<file path="src/rtl/core/frm_pkg.sv">
`default_nettype none

package frm_pkg;

   // frame constants
   localparam logic [7:0] PRE_FIRST   = 8'h55;
   localparam logic [7:0] PRE_SECOND  = 8'hAA;
   localparam logic [8:0] MIN_FRAME   = 9'd5;
   localparam logic [19:0] ELAPSED_MAX = 20'hFFFFF;

   // configuration port shape
   localparam int CSR_INDEX_W = 3;
   localparam int CSR_DATA_W  = 20;

   // register indexes
   localparam logic [CSR_INDEX_W-1:0] CSR_MASTER_MODE     = 3'd0;
   localparam logic [CSR_INDEX_W-1:0] CSR_MAX_FRAME_BYTES = 3'd1;
   localparam logic [CSR_INDEX_W-1:0] CSR_TICK_STEP_US    = 3'd2;
   localparam logic [CSR_INDEX_W-1:0] CSR_TIMEOUT_US      = 3'd3;
   localparam logic [CSR_INDEX_W-1:0] CSR_MAX_LOST        = 3'd4;

   // item modes
   localparam logic [2:0] MODE_RX_BYTE   = 3'd0;
   localparam logic [2:0] MODE_TICK      = 3'd1;
   localparam logic [2:0] MODE_LINE_ERR  = 3'd2;
   localparam logic [2:0] MODE_SEND_DONE = 3'd3;
   localparam logic [2:0] MODE_ENABLE    = 3'd4;
   localparam logic [2:0] MODE_DISABLE   = 3'd5;

   typedef enum logic [1:0] {
      ST_DISABLED = 2'd0,
      ST_IDLE     = 2'd1,
      ST_WAIT     = 2'd2,
      ST_ERROR    = 2'd3
   } rx_state_type;

   typedef struct packed {
      logic        master_mode;
      logic [8:0]  max_frame_bytes;
      logic [15:0] tick_step_us;
      logic [19:0] timeout_us;
      logic [7:0]  max_lost;
   } cfg_type;

   typedef struct packed {
      logic        byte_accepted;
      logic        payload_valid;
      logic [7:0]  payload_byte;
      logic [7:0]  payload_index;
      logic        frame_done;
      logic        checksum_ok;
      logic [7:0]  command;
      logic [7:0]  payload_length;
      logic        timeout_hit;
      logic        link_up;
      logic [1:0]  receiver_state;
   } result_type;

endpackage

`default_nettype wire

</file>
<file path="src/rtl/core/frm_if.sv">
`default_nettype none

// input item channel
interface frm_req_if;
   logic       valid;
   logic       ready;
   logic [2:0] mode;
   logic [7:0] rx_byte;

   modport source (output valid, output mode, output rx_byte, input ready);
   modport sink   (input valid, input mode, input rx_byte, output ready);
endinterface

// result item channel
interface frm_rsp_if;
   logic       valid;
   logic       ready;
   logic       byte_accepted;
   logic       payload_valid;
   logic [7:0] payload_byte;
   logic [7:0] payload_index;
   logic       frame_done;
   logic       checksum_ok;
   logic [7:0] command;
   logic [7:0] payload_length;
   logic       timeout_hit;
   logic       link_up;
   logic [1:0] receiver_state;

   modport source (output valid, output byte_accepted, output payload_valid,
                   output payload_byte, output payload_index, output frame_done,
                   output checksum_ok, output command, output payload_length,
                   output timeout_hit, output link_up, output receiver_state,
                   input ready);
   modport sink   (input valid, input byte_accepted, input payload_valid,
                   input payload_byte, input payload_index, input frame_done,
                   input checksum_ok, input command, input payload_length,
                   input timeout_hit, input link_up, input receiver_state,
                   output ready);
endinterface

`default_nettype wire

</file>
<file path="src/rtl/core/frm_csr.sv">
`default_nettype none

module frm_csr (
   input  wire logic                             clock,
   input  wire logic                             reset,
   input  wire logic                             csr_we,
   input  wire logic [frm_pkg::CSR_INDEX_W-1:0]  csr_index,
   input  wire logic [frm_pkg::CSR_DATA_W-1:0]   csr_wdata,
   output frm_pkg::cfg_type                      cfg
);

   frm_pkg::cfg_type cfg_ff;

   // register writes, unknown indexes ignored
   always_ff @(posedge clock) begin
      if (reset) begin
         cfg_ff.master_mode     <= 1'b1;
         cfg_ff.max_frame_bytes <= 9'd260;
         cfg_ff.tick_step_us    <= 16'd1000;
         cfg_ff.timeout_us      <= 20'd100000;
         cfg_ff.max_lost        <= 8'd10;
      end else if (csr_we) begin
         case (csr_index)
            frm_pkg::CSR_MASTER_MODE:     cfg_ff.master_mode     <= csr_wdata[0];
            frm_pkg::CSR_MAX_FRAME_BYTES: cfg_ff.max_frame_bytes <= csr_wdata[8:0];
            frm_pkg::CSR_TICK_STEP_US:    cfg_ff.tick_step_us    <= csr_wdata[15:0];
            frm_pkg::CSR_TIMEOUT_US:      cfg_ff.timeout_us      <= csr_wdata[19:0];
            frm_pkg::CSR_MAX_LOST:        cfg_ff.max_lost        <= csr_wdata[7:0];
            default: ;
         endcase
      end
   end

   assign cfg = cfg_ff;

endmodule

`default_nettype wire

</file>
<file path="src/rtl/core/frm_core.sv">
`default_nettype none

module frm_core (
   input  wire logic        clock,
   input  wire logic        reset,
   input  wire logic        step,
   input  wire logic [2:0]  mode,
   input  wire logic [7:0]  rx_byte,
   input  wire frm_pkg::cfg_type cfg,
   output frm_pkg::result_type result
);

   frm_pkg::rx_state_type state_ff, state_in, state_dflt;
   logic [8:0]  pos_ff, pos_in, pos_v;
   logic [8:0]  len_ff, len_in;
   logic [7:0]  sum_ff, sum_in, sum_v;
   logic [7:0]  cmd_ff, cmd_in;
   logic [7:0]  plen_ff, plen_in;
   logic [19:0] elapsed_ff, elapsed_in, elapsed_v;
   logic [20:0] elapsed_add;
   logic [7:0]  lost_ff, lost_in, lost_inc;
   logic [8:0]  need_len;
   frm_pkg::result_type res;

   assign state_dflt  = cfg.master_mode ? frm_pkg::ST_IDLE : frm_pkg::ST_WAIT;
   assign lost_inc    = (lost_ff < cfg.max_lost) ? lost_ff + 8'd1 : lost_ff;
   assign need_len    = frm_pkg::MIN_FRAME + {1'b0, rx_byte};
   assign elapsed_add = {1'b0, elapsed_ff} + {5'd0, cfg.tick_step_us};

   // per item state update and result
   always_comb begin
      state_in   = state_ff;
      pos_in     = pos_ff;
      len_in     = len_ff;
      sum_in     = sum_ff;
      cmd_in     = cmd_ff;
      plen_in    = plen_ff;
      elapsed_in = elapsed_ff;
      lost_in    = lost_ff;
      pos_v      = pos_ff;
      sum_v      = sum_ff;
      elapsed_v  = elapsed_ff;
      res        = '0;
      case (mode)
         frm_pkg::MODE_RX_BYTE: begin
            if (state_ff == frm_pkg::ST_WAIT) begin
               if (pos_ff == 9'd0) begin
                  pos_v = (rx_byte == frm_pkg::PRE_FIRST) ? 9'd1 : 9'd0;
               end else if (pos_ff == 9'd1) begin
                  pos_v  = (rx_byte == frm_pkg::PRE_SECOND) ? 9'd2 : 9'd0;
                  len_in = frm_pkg::MIN_FRAME;
               end else if (pos_ff == 9'd3) begin
                  plen_in = rx_byte;
                  if (cfg.max_frame_bytes >= need_len) begin
                     len_in = len_ff + {1'b0, rx_byte};
                     sum_in = sum_ff + rx_byte;
                     pos_v  = 9'd4;
                  end else begin
                     pos_v = 9'd0;
                  end
               end else begin
                  // command byte seeds the sum
                  if (pos_ff == 9'd2) begin
                     cmd_in = rx_byte;
                     sum_v  = rx_byte;
                     sum_in = rx_byte;
                  end
                  pos_v = pos_ff + 9'd1;
                  if (pos_v >= len_ff) begin
                     res.frame_done  = 1'b1;
                     res.checksum_ok = (rx_byte == sum_v);
                     lost_in  = (rx_byte == sum_v) ? 8'd0 : lost_inc;
                     state_in = frm_pkg::ST_IDLE;
                  end else if (pos_ff >= 9'd4) begin
                     res.payload_valid = 1'b1;
                     res.payload_byte  = rx_byte;
                     res.payload_index = pos_ff[7:0] - 8'd4;
                     sum_in = sum_v + rx_byte;
                  end
               end
               elapsed_in        = '0;
               pos_in            = pos_v;
               res.byte_accepted = (pos_v != 9'd0);
            end else if (state_ff == frm_pkg::ST_ERROR) begin
               elapsed_in = '0;
            end
         end
         frm_pkg::MODE_TICK: begin
            if (state_ff != frm_pkg::ST_DISABLED) begin
               // saturating elapsed time, then timeout check
               if (elapsed_ff < cfg.timeout_us) begin
                  elapsed_v = elapsed_add[20] ? frm_pkg::ELAPSED_MAX : elapsed_add[19:0];
               end
               elapsed_in = elapsed_v;
               if (elapsed_v >= cfg.timeout_us) begin
                  state_in        = state_dflt;
                  pos_in          = '0;
                  len_in          = '0;
                  lost_in         = lost_inc;
                  res.timeout_hit = 1'b1;
               end
            end
         end
         frm_pkg::MODE_LINE_ERR: begin
            if (state_ff == frm_pkg::ST_WAIT) begin
               state_in   = frm_pkg::ST_ERROR;
               elapsed_in = '0;
            end
         end
         frm_pkg::MODE_SEND_DONE: begin
            if (state_ff == frm_pkg::ST_IDLE) begin
               state_in   = frm_pkg::ST_WAIT;
               pos_in     = '0;
               len_in     = '0;
               elapsed_in = '0;
            end else if (state_ff != frm_pkg::ST_DISABLED) begin
               state_in = state_dflt;
               pos_in   = '0;
               len_in   = '0;
            end
         end
         frm_pkg::MODE_ENABLE: begin
            state_in   = state_dflt;
            pos_in     = '0;
            len_in     = '0;
            elapsed_in = '0;
         end
         frm_pkg::MODE_DISABLE: begin
            state_in = frm_pkg::ST_DISABLED;
            lost_in  = cfg.max_lost;
         end
         default: ;
      endcase
      res.command        = cmd_in;
      res.payload_length = plen_in;
      res.link_up        = (state_in != frm_pkg::ST_DISABLED) && (lost_in < cfg.max_lost);
      res.receiver_state = state_in;
   end

   // receiver state registers
   always_ff @(posedge clock) begin
      if (reset) begin
         state_ff   <= frm_pkg::ST_DISABLED;
         pos_ff     <= '0;
         len_ff     <= '0;
         sum_ff     <= '0;
         cmd_ff     <= '0;
         plen_ff    <= '0;
         elapsed_ff <= '0;
         lost_ff    <= 8'd10;
      end else if (step) begin
         state_ff   <= state_in;
         pos_ff     <= pos_in;
         len_ff     <= len_in;
         sum_ff     <= sum_in;
         cmd_ff     <= cmd_in;
         plen_ff    <= plen_in;
         elapsed_ff <= elapsed_in;
         lost_ff    <= lost_in;
      end
   end

   assign result = res;

endmodule

`default_nettype wire

</file>
<file path="src/rtl/core/serial_frame_receiver_sum_check_unit.sv">
`default_nettype none

// channel   dir  handshake     payload
// req       in   valid/ready   mode, rx_byte
// rsp       out  valid/ready   byte_accepted .. receiver_state
// csr       in   csr_we        csr_index, csr_wdata
//
// one item per cycle sustained while rsp is ready; rsp valid follows req accept
// through the input register, then receiver update into the result register
// synchronous active-high reset; receiver comes up disabled
// req stays ready while a result waits, as long as the input register can drain
// a stalled rsp holds its result and at most one more item sits in the input register

module serial_frame_receiver_sum_check_unit (
   input  wire logic                            clock,
   input  wire logic                            reset,
   frm_req_if.sink                              req,
   frm_rsp_if.source                            rsp,
   input  wire logic                            csr_we,
   input  wire logic [frm_pkg::CSR_INDEX_W-1:0] csr_index,
   input  wire logic [frm_pkg::CSR_DATA_W-1:0]  csr_wdata
);

   logic                in_valid_ff;
   logic [2:0]          in_mode_ff;
   logic [7:0]          in_byte_ff;
   logic                out_valid_ff;
   frm_pkg::result_type out_ff;
   frm_pkg::result_type result;
   frm_pkg::cfg_type    cfg;
   logic                advance;
   logic                take;

   assign advance   = in_valid_ff && (!out_valid_ff || rsp.ready);
   assign req.ready = !in_valid_ff || advance;
   assign take      = req.valid && req.ready;

   frm_csr u_csr (
      .clock     (clock),
      .reset     (reset),
      .csr_we    (csr_we),
      .csr_index (csr_index),
      .csr_wdata (csr_wdata),
      .cfg       (cfg)
   );

   frm_core u_core (
      .clock   (clock),
      .reset   (reset),
      .step    (advance),
      .mode    (in_mode_ff),
      .rx_byte (in_byte_ff),
      .cfg     (cfg),
      .result  (result)
   );

   // input register
   always_ff @(posedge clock) begin
      if (reset) begin
         in_valid_ff <= 1'b0;
      end else if (take) begin
         in_valid_ff <= 1'b1;
      end else if (advance) begin
         in_valid_ff <= 1'b0;
      end
   end

   always_ff @(posedge clock) begin
      if (take) begin
         in_mode_ff <= req.mode;
         in_byte_ff <= req.rx_byte;
      end
   end

   // result register
   always_ff @(posedge clock) begin
      if (reset) begin
         out_valid_ff <= 1'b0;
      end else if (advance) begin
         out_valid_ff <= 1'b1;
      end else if (rsp.ready) begin
         out_valid_ff <= 1'b0;
      end
   end

   always_ff @(posedge clock) begin
      if (advance) begin
         out_ff <= result;
      end
   end

   assign rsp.valid          = out_valid_ff;
   assign rsp.byte_accepted  = out_ff.byte_accepted;
   assign rsp.payload_valid  = out_ff.payload_valid;
   assign rsp.payload_byte   = out_ff.payload_byte;
   assign rsp.payload_index  = out_ff.payload_index;
   assign rsp.frame_done     = out_ff.frame_done;
   assign rsp.checksum_ok    = out_ff.checksum_ok;
   assign rsp.command        = out_ff.command;
   assign rsp.payload_length = out_ff.payload_length;
   assign rsp.timeout_hit    = out_ff.timeout_hit;
   assign rsp.link_up        = out_ff.link_up;
   assign rsp.receiver_state = out_ff.receiver_state;

`ifndef ASSERT_OFF
   // an item leaving the input register always lands in the result register
   a_advance_fills: assert property (@(posedge clock) disable iff (reset)
      advance |=> out_valid_ff)
      else $error("advanced item did not reach result register");

   // link is never reported up while disabled
   a_link_disabled: assert property (@(posedge clock) disable iff (reset)
      out_valid_ff |-> !(out_ff.link_up &&
                         out_ff.receiver_state == frm_pkg::ST_DISABLED))
      else $error("link up while receiver disabled");

   // the checksum byte is never also a payload byte
   a_done_not_payload: assert property (@(posedge clock) disable iff (reset)
      out_valid_ff |-> !(out_ff.frame_done && out_ff.payload_valid))
      else $error("frame end flagged on a payload byte");

   // an empty input register never blocks the request side
   a_ready_when_empty: assert property (@(posedge clock) disable iff (reset)
      !in_valid_ff |-> req.ready)
      else $error("request stalled with empty input register");
`endif

endmodule

`default_nettype wire
</file>
<file path="src/flat_wrapper.sv">
// flat-port wrapper written by rule: the top's interface ports become plain ports
module serial_frame_receiver_sum_check_unit_flat 
  (clock, reset, csr_we, csr_index, csr_wdata, req_valid, req_mode, req_rx_byte, req_ready, rsp_valid, rsp_byte_accepted, rsp_payload_valid, rsp_payload_byte, rsp_payload_index, rsp_frame_done, rsp_checksum_ok, rsp_command, rsp_payload_length, rsp_timeout_hit, rsp_link_up, rsp_receiver_state, rsp_ready);
  frm_req_if req_i ();
  frm_rsp_if rsp_i ();
  input  wire logic clock;
  input  wire logic reset;
  input  wire logic csr_we;
  input  wire logic [frm_pkg::CSR_INDEX_W-1:0] csr_index;
  input  wire logic [frm_pkg::CSR_DATA_W-1:0] csr_wdata;
  input wire logic [$bits(req_i.valid)-1:0] req_valid;
  input wire logic [$bits(req_i.mode)-1:0] req_mode;
  input wire logic [$bits(req_i.rx_byte)-1:0] req_rx_byte;
  output wire logic [$bits(req_i.ready)-1:0] req_ready;
  output wire logic [$bits(rsp_i.valid)-1:0] rsp_valid;
  output wire logic [$bits(rsp_i.byte_accepted)-1:0] rsp_byte_accepted;
  output wire logic [$bits(rsp_i.payload_valid)-1:0] rsp_payload_valid;
  output wire logic [$bits(rsp_i.payload_byte)-1:0] rsp_payload_byte;
  output wire logic [$bits(rsp_i.payload_index)-1:0] rsp_payload_index;
  output wire logic [$bits(rsp_i.frame_done)-1:0] rsp_frame_done;
  output wire logic [$bits(rsp_i.checksum_ok)-1:0] rsp_checksum_ok;
  output wire logic [$bits(rsp_i.command)-1:0] rsp_command;
  output wire logic [$bits(rsp_i.payload_length)-1:0] rsp_payload_length;
  output wire logic [$bits(rsp_i.timeout_hit)-1:0] rsp_timeout_hit;
  output wire logic [$bits(rsp_i.link_up)-1:0] rsp_link_up;
  output wire logic [$bits(rsp_i.receiver_state)-1:0] rsp_receiver_state;
  input wire logic [$bits(rsp_i.ready)-1:0] rsp_ready;
  assign req_i.valid = req_valid;
  assign req_i.mode = req_mode;
  assign req_i.rx_byte = req_rx_byte;
  assign req_ready = req_i.ready;
  assign rsp_valid = rsp_i.valid;
  assign rsp_byte_accepted = rsp_i.byte_accepted;
  assign rsp_payload_valid = rsp_i.payload_valid;
  assign rsp_payload_byte = rsp_i.payload_byte;
  assign rsp_payload_index = rsp_i.payload_index;
  assign rsp_frame_done = rsp_i.frame_done;
  assign rsp_checksum_ok = rsp_i.checksum_ok;
  assign rsp_command = rsp_i.command;
  assign rsp_payload_length = rsp_i.payload_length;
  assign rsp_timeout_hit = rsp_i.timeout_hit;
  assign rsp_link_up = rsp_i.link_up;
  assign rsp_receiver_state = rsp_i.receiver_state;
  assign rsp_i.ready = rsp_ready;
  serial_frame_receiver_sum_check_unit u_core (.clock(clock), .reset(reset), .req(req_i), .rsp(rsp_i), .csr_we(csr_we), .csr_index(csr_index), .csr_wdata(csr_wdata));
endmodule
</file>
<file path="config.mk">
export PLATFORM = sky130hd
export DESIGN_NAME = serial_frame_receiver_sum_check_unit_flat
export DESIGN_NICKNAME = d
export VERILOG_FILES = /design/src/rtl/core/frm_pkg.sv /design/src/rtl/core/frm_if.sv /design/src/rtl/core/frm_csr.sv /design/src/rtl/core/frm_core.sv /design/src/rtl/core/serial_frame_receiver_sum_check_unit.sv /design/src/flat_wrapper.sv
export SDC_FILE = /design/constraint.sdc
export NUM_CORES = 1
export LEC_CHECK = 0
export ABC_AREA = 1
export BUFFER_PORTS_ARGS = -buffer_cell sky130_fd_sc_hd__buf_2
export CELL_PAD_IN_SITES_DETAIL_PLACEMENT = 1
export CELL_PAD_IN_SITES_GLOBAL_PLACEMENT = 1
export CORE_ASPECT_RATIO = 2
export CORE_MARGIN = 10
export CORE_UTILIZATION = 41
export DETAILED_ROUTE_END_ITERATION = 10
export GPL_TIMING_DRIVEN = 0
export PLACE_DENSITY_LB_ADDON = 0.1
export SLEW_MARGIN = 20
export SYNTH_ARGS = -nofsm -noshare
export SYNTH_HDL_FRONTEND = slang
export SYNTH_SLANG_ARGS = --single-unit
</file>
<file path="constraint.sdc">
create_clock -name clock -period 4.28 [get_ports clock]
set_input_delay 0.642 -clock clock [delete_from_list [all_inputs] [get_ports clock]]
set_output_delay 0.642 -clock clock [all_outputs]
set_load 0.1 [all_outputs]
</file>
==> results.toml, run 1 <==
[worst_setup_path]
end_kind = "flop"
slowest_stage = "dfxtp_4"
reg2reg_to = "u_core.rsp.link_up$_DFFE_PP_"
r2r_slack_ns = -0.39
crit_path_max_fanout = 10
cp-start-kind = "flop"
required_ns = 4.50
max_stage_delay_ns = 0.37
reg2reg_from = "u_core.u_core.elapsed_ff[0]$_SDFFE_PP0P_"
reg2regPathDepth = 34
critical_path_arrival_ns = 4.89
cpMostUsedCell = "inv_2"
critPathKind = "flop to flop"

[sta]
drv_slew = 0
fin_hold_ws_ns = 0.347
hold_viol = 0
max_freq_mhz = 214
finalSetupViolCount = 1
min_period_ns = 4.67
fin_crit_sh = 1.09
fin_ws_ns = -0.385
rsz0062_at_grt = "yes"
slew_headroom = 0.361
worstMarginPinSlew_ns = 0.958
skew_ns = 0.0138

[detailed_routing]
dr_wl_met2_mm = 24.9
highest_layer = "met4"
vias = 11400
first_pass_iters = 4
drtIter0Drc = 456
via_per_inst = 5.48
met1_length_mm = 14.1
dr_wl_met3_mm = 1.15
drt.antenna.violating_nets = 0
drc_errors = 0
wire_per_inst_um = 20.9
routed_wl_mm = 43.4

[yosys]
synth_warnings = 0
synth_xor_area_frac = 0.0286
ys_ff_latch = 179
syn_area_sq_um = 11600
synth-edff-count = 51
syn-num-nets = 1724
synth_compound_area_frac = 0.175
synth_mux_area_frac = 0.000859
synthArstFlopShare = 0
yosys.area_share.simple = 0.220
yosysUniqueCellTypes = 60
synth_adder_area_share = 0.137
synthFlopType = "dfxtp_1"
avgSynthCellArea_sq_um = 7.47
synth_top_family_by_area = "simple AND/OR/NAND/NOR gates"
syn_inst = 1560
ys_seq_area_frac = 0.351

[floorplanning]
die_w_um = 139
start_util = 0.415
die_h_um = 258
dieArea_sq_um = 36000
core_sq_um = 28100
ioPinCount = 81
rows = 87

[cts]
cts.sink_count = 179
clk_latency_ns = 0.47
cts.path.max_buffers = 2
hold_buffers = 0
clk_pin_slew_ns = 0.08
cts_tree = "built"
cts.htree.levels = 4
cts_buffers = 17
cts_root_buffer = "clkbuf_16"

[cells_and_area]
drive_gt1_frac = 0.214
final_cells = 2072
final_nets = 1867
layout_common_cells = "nand2_1 (284), inv_1 (191), a21oi_1 (136)"
nFillCells = 3486
area_delta_synth_final_pct = 23.6
diodes = 0
layout_commonest_cell = "nand2_1"

[min_path]
holdPathEnd = "u_core.in_byte_ff[4]$_DFFE_PP_"
min_path_cells = 1
hp-class = "input port to flop"
timing.hold.worst.start = "req_rx_byte[4]"

[power_and_ir_drop]
vdd_drop_max_v = 0.000277
power.density_nw_per_um2 = 301
p_leak_nw = 6.54

[place]
io_buffers = 80
dpl_worst_slack_ns = -1.43
hpwl_mm = 34.0
numPlacedInstances = 1996
gp_congestion = 0.961

[global_route]
first_global_vias = 12300
grt_max_degree = 50
antenna_found_initial = 0
grt_overflow_total = 0
grt_usage = 0.234
grt_pass1_wl_mm = 65.9

[outcome]
status = "finished with violations"
violations = "setup timing"

[flow_run]
cap_violations = 0
-- per-stage QoR --
step	cell area, sq um	utilization	power (mW)	setup TNS, ns
6_report	14400	0.513	4.33	-0.385
4_1_cts	13600	0.485	4.30	-0.580
2_1_floorplan	11700	-	2.36	0
3_5_place_dp	12500	0.445	2.58	-19.75
5_1_grt	14400	0.513	4.50	-2.73
3_3_place_gp	12500	0.445	2.57	-19.02
-- final cells by class --
cell class                 count  area (sq um)  area share
buffer                        43           246      0.0171
clock buffer                  17           425      0.0296
clock inverter                15           198      0.0137
inverter                     217           850      0.0590
multi-input combinational   1121          7340       0.510
sequential                   179          4110       0.286
tap                          356           445      0.0309
timing repair buffer         124           778      0.0541
-- how the worst max path moves through the flow --
stage | start | end | cells after the start
2_1_floorplan | u_core.u_core.elapsed_ff[0]$_SDFFE_PP0P_ | u_core.rsp.link_up$_DFFE_PP_ | 34
3_3_place_gp | u_core.u_core.elapsed_ff[0]$_SDFFE_PP0P_ | u_core.rsp.link_up$_DFFE_PP_ | 31
3_5_place_dp | u_core.u_core.elapsed_ff[0]$_SDFFE_PP0P_ | u_core.rsp.link_up$_DFFE_PP_ | 31
4_1_cts | u_core.u_core.elapsed_ff[0]$_SDFFE_PP0P_ | u_core.rsp.link_up$_DFFE_PP_ | 30
5_1_grt | u_core.u_core.elapsed_ff[0]$_SDFFE_PP0P_ | u_core.rsp.link_up$_DFFE_PP_ | 32
6_report | u_core.u_core.elapsed_ff[0]$_SDFFE_PP0P_ | u_core.rsp.link_up$_DFFE_PP_ | 34
-- where the power goes --
part           total, mW  internal [mW]  switching [mW]
Sequential          1.86           1.81          0.0538
Combinational      0.776          0.222           0.554
Clock               1.69          0.892           0.802
Total               4.33           2.92            1.41
-- worst max-delay path: cells and delay by family (launching register included) --
family                   cells  cell delay [ns]
AO/OA/AOI/OAI                7             0.98
buffers and inverters        6             0.38
adder cells (fa/ha/maj)      4             1.02
AND/OR/NAND/NOR             17             1.64
flip-flops                   1             0.37
-- per-layer routing --
metal | up-vias | track usage
li1 | 5480 | -
met1 | 5533 | 0.202
met2 | 221 | 0.467
met3 | 123 | 0.0339
met4 | 0 | 0.175
met5 | - | 0
-- sequential cells by signal, indices dropped and copies added, names as in the netlist, 2 cells and up --
name / flops
u_core.in_byte_ff: 8
u_core.u_core.lost_ff: 8
u_core.u_core.pos_ff: 9
u_core.rsp.receiver_state: 2
u_core.u_core.state_ff: 2
u_core.u_core.len_ff: 9
u_core.in_mode_ff: 3
u_core.u_core.elapsed_ff: 20
u_core.rsp.command: 8
u_core.u_core.plen_ff: 8
u_core.u_core.sum_ff: 8
u_core.rsp.payload_length: 8
u_core.rsp.payload_index: 8
u_core.rsp.payload_byte: 8
u_core.u_core.cmd_ff: 8
u_core.u_csr.cfg: 54
-- Yosys cell counts (all sizes together), types with 6 or more instances --
master  count  area (sq um)
a211oi      6          45.0
a21oi     158           795
buf        17           104
clkbuf     27           101
dfxtp     128          2560
edfxtp     51          1530
ha        121          1510
inv       214           808
nand2     322          1240
nand3      53           290
nand3b      7          52.6
nand4      18           113
nor2      161           693
nor3       20           111
o211ai     13          97.6
o21a        9          67.6
o21ai     144           736
xnor2      11          96.3
xor2       27           236
-- cell families after synthesis --
kind of cell | Yosys count
buffers and inverters | 261
multiplexers | 1
AND/OR/NAND/NOR | 591
flip-flops | 179
XOR/XNOR | 38
AO/OA/AOI/OAI | 365
adder cells (fa/ha/maj) | 125
-- timing repair --
action,CTS,global route
setup buffers,19,24
endpoints found under the setup margin,34,46
pin swaps,40,60
cloned,0,2
gates resized for setup,90,138
No activity file was read; power rests on OpenSTA's default activity.
==> run 2, diff against run 1 <==
--- a/config.mk
+++ b/config.mk
@@ -9,7 +9,6 @@
 export BUFFER_PORTS_ARGS = -buffer_cell sky130_fd_sc_hd__buf_2
 export CELL_PAD_IN_SITES_DETAIL_PLACEMENT = 1
 export CELL_PAD_IN_SITES_GLOBAL_PLACEMENT = 1
-export CORE_ASPECT_RATIO = 2
 export CORE_MARGIN = 10
 export CORE_UTILIZATION = 41
 export DETAILED_ROUTE_END_ITERATION = 10
==> results.toml, run 2 (synthesis gave the netlist of run 1 again) <==
[worst_setup_path]
crit_path_max_fanout = 8
crit_end = "u_core.rsp.link_up$_DFFE_PP_"
required_ns = 4.48
max_stage_delay_ns = 0.33
r2r_slack_ns = -0.32
cp-start-kind = "flop"
reg2reg_from = "u_core.u_csr.cfg[22]$_SDFFE_PP0P_"
cpMostUsedCell = "nand2_2"
crit_start = "u_core.u_csr.cfg[22]$_SDFFE_PP0P_"
reg2reg_to = "u_core.rsp.link_up$_DFFE_PP_"
critical_path_arrival_ns = 4.80
end_kind = "flop"
slowest_stage = "dfxtp_1"
reg2regPathDepth = 32
critPathKind = "flop to flop"

[global_route]
grt_overflow_total = 0
antenna_found_initial = 0
grt_usage = 0.224
grt_pass1_wl_mm = 63.6
first_global_vias = 11600
grt_max_degree = 50

[detailed_routing]
routed_wl_mm = 41.5
vias = 11300
drt.antenna.violating_nets = 0
first_pass_iters = 5
drtIter0Drc = 615
via_per_inst = 5.38
wire_per_inst_um = 19.8
drc_errors = 0

[cells_and_area]
diodes = 0
largest_register_ff_count = 54
layout_common_cells = "nand2_1 (281), inv_1 (190), a21oi_1 (142)"
area_delta_synth_final_pct = 24.6
final_util = 0.520
final_nets = 1871
fin_area_sq_um = 14500
drive_gt1_frac = 0.218
nFillCells = 3487
layout_commonest_cell = "nand2_1"

[sta]
fin_crit_sh = 1.08
min_period_ns = 4.60
fin_ws_ns = -0.325
drv_slew = 0
hold_viol = 0
finalSetupViolCount = 1
worstMarginPinSlew_ns = 1.12
max_freq_mhz = 217
rsz0062_at_grt = "yes"
fin_hold_ws_ns = 0.360
slew_headroom = 0.250
skew_ns = 0.0117

[floorplanning]
start_util = 0.417
die_h_um = 189
ioPinCount = 81
dieArea_sq_um = 35600
die_w_um = 189
rows = 61
core_sq_um = 27900

[cts]
cts_buffers = 17
cts.path.max_buffers = 2
cts_root_buffer = "clkbuf_16"
clk_latency_ns = 0.46
clk_pin_slew_ns = 0.07
cts.htree.levels = 4
cts_tree = "built"
cts.sink_count = 179

[power_and_ir_drop]
vdd_drop_max_v = 0.000257
p_sw_mw = 1.35
clkPwrFrac = 0.400
power.density_nw_per_um2 = 303
internal_power_mw = 3.05
combPwrFrac = 0.176
swShare = 0.307
seq_power_share = 0.424
p_leak_nw = 6.57

[outcome]
violations = "setup timing"
status = "finished with violations"

[place]
place_area_sq_um = 12500
gp_congestion = 0.845
io_buffers = 80
dpl_worst_slack_ns = -1.21
hpwl_mm = 30.2

[flow_run]
cap_violations = 0

[min_path]
hp-class = "input port to flop"
run 2: changes by cell type in the layout (fill, tap and decap cells not counted), sizes merged:
cell      change
bufinv        +2
buf           +5
clkinvlp      +2
inv           -4
clkbuf        +3
clkinv        -3
nand2         -1
run 2: layer usage:
layer | vias up | part of all wire | GRT usage
li1 | 5491 | - | -
met1 | 5572 | 0.41 | 0.255
met2 | 157 | 0.53 | 0.414
met3 | 63 | 0.027 | 0.0360
met4 | 0 | 0.026 | 0.0726
met5 | - | 0 | 0
run 2: power by group through the flow:
| stage | clock network, mW | logic, mW | registers, mW |
|---|---|---|---|
| after CTS | 1.78 | 0.694 | 1.87 |
| after detailed placement | 0 | 0.666 | 1.90 |
| after global placement | 0 | 0.646 | 1.90 |
| after global routing | 1.85 | 0.848 | 1.87 |
| final | 1.76 | 0.774 | 1.86 |
| after floorplan | 0 | 0.332 | 2.03 |
run 2: timing repair:
action	in CTS	in global routing
gates resized for setup	80	150
hold buffers	0	0
setup buffers	27	23
pin swaps	40	82
gates cloned	0	1
endpoints found under the setup margin	32	36
run 2: stage by stage:
stage | TNS, ns | cells | power, mW
2_1_floorplan | 0 | 1560 | 2.36
3_3_place_gp | -13.75 | 2018 | 2.55
3_5_place_dp | -17.22 | 2018 | 2.57
4_1_cts | -0.432 | 2077 | 4.34
5_1_grt | -1.14 | 2098 | 4.57
6_report | -0.325 | 2098 | 4.40
run 2: worst max-delay path, delay by kind of cell (launching register included):
family / cells / cell delay (ns)
AOI/OAI and AO/OA: 8 / 1.06
buffers and inverters: 7 / 0.72
DFF: 1 / 0.33
and+or+nand+nor: 14 / 1.37
adders and majority gates: 3 / 0.88
run 2: final cells by class:
class | instances | area (sq um) | share of cell area
clock inverter | 12 | 179 | 0.0123
sequential | 179 | 4110 | 0.283
multi-input combinational | 1120 | 7390 | 0.509
buffer | 42 | 230 | 0.0159
tap | 378 | 473 | 0.0326
inverter | 217 | 835 | 0.0575
clock buffer | 20 | 457 | 0.0314
timing repair buffer | 130 | 847 | 0.0583
run 2: worst min path at each step:
| stage | start | endpoint | slack (ns) | depth (start not counted) |
|---|---|---|---|---|
| finish | req_rx_byte[3] | u_core.in_byte_ff[3]$_DFFE_PP_ | 0.36 | 1 |
| detailed placement | u_core.u_csr.cfg[31]$_SDFFE_PP1P_ | u_core.u_csr.cfg[31]$_SDFFE_PP1P_ | 0.45 | 2 |
| floorplan | u_core.u_csr.cfg[44]$_SDFFE_PP0P_ | u_core.u_csr.cfg[44]$_SDFFE_PP0P_ | 0.44 | 2 |
| global route | req_rx_byte[3] | u_core.in_byte_ff[3]$_DFFE_PP_ | 0.34 | 1 |
| global placement | u_core.u_csr.cfg[36]$_SDFFE_PP1P_ | u_core.u_csr.cfg[36]$_SDFFE_PP1P_ | 0.45 | 2 |
| CTS | req_rx_byte[3] | u_core.in_byte_ff[3]$_DFFE_PP_ | 0.34 | 1 |
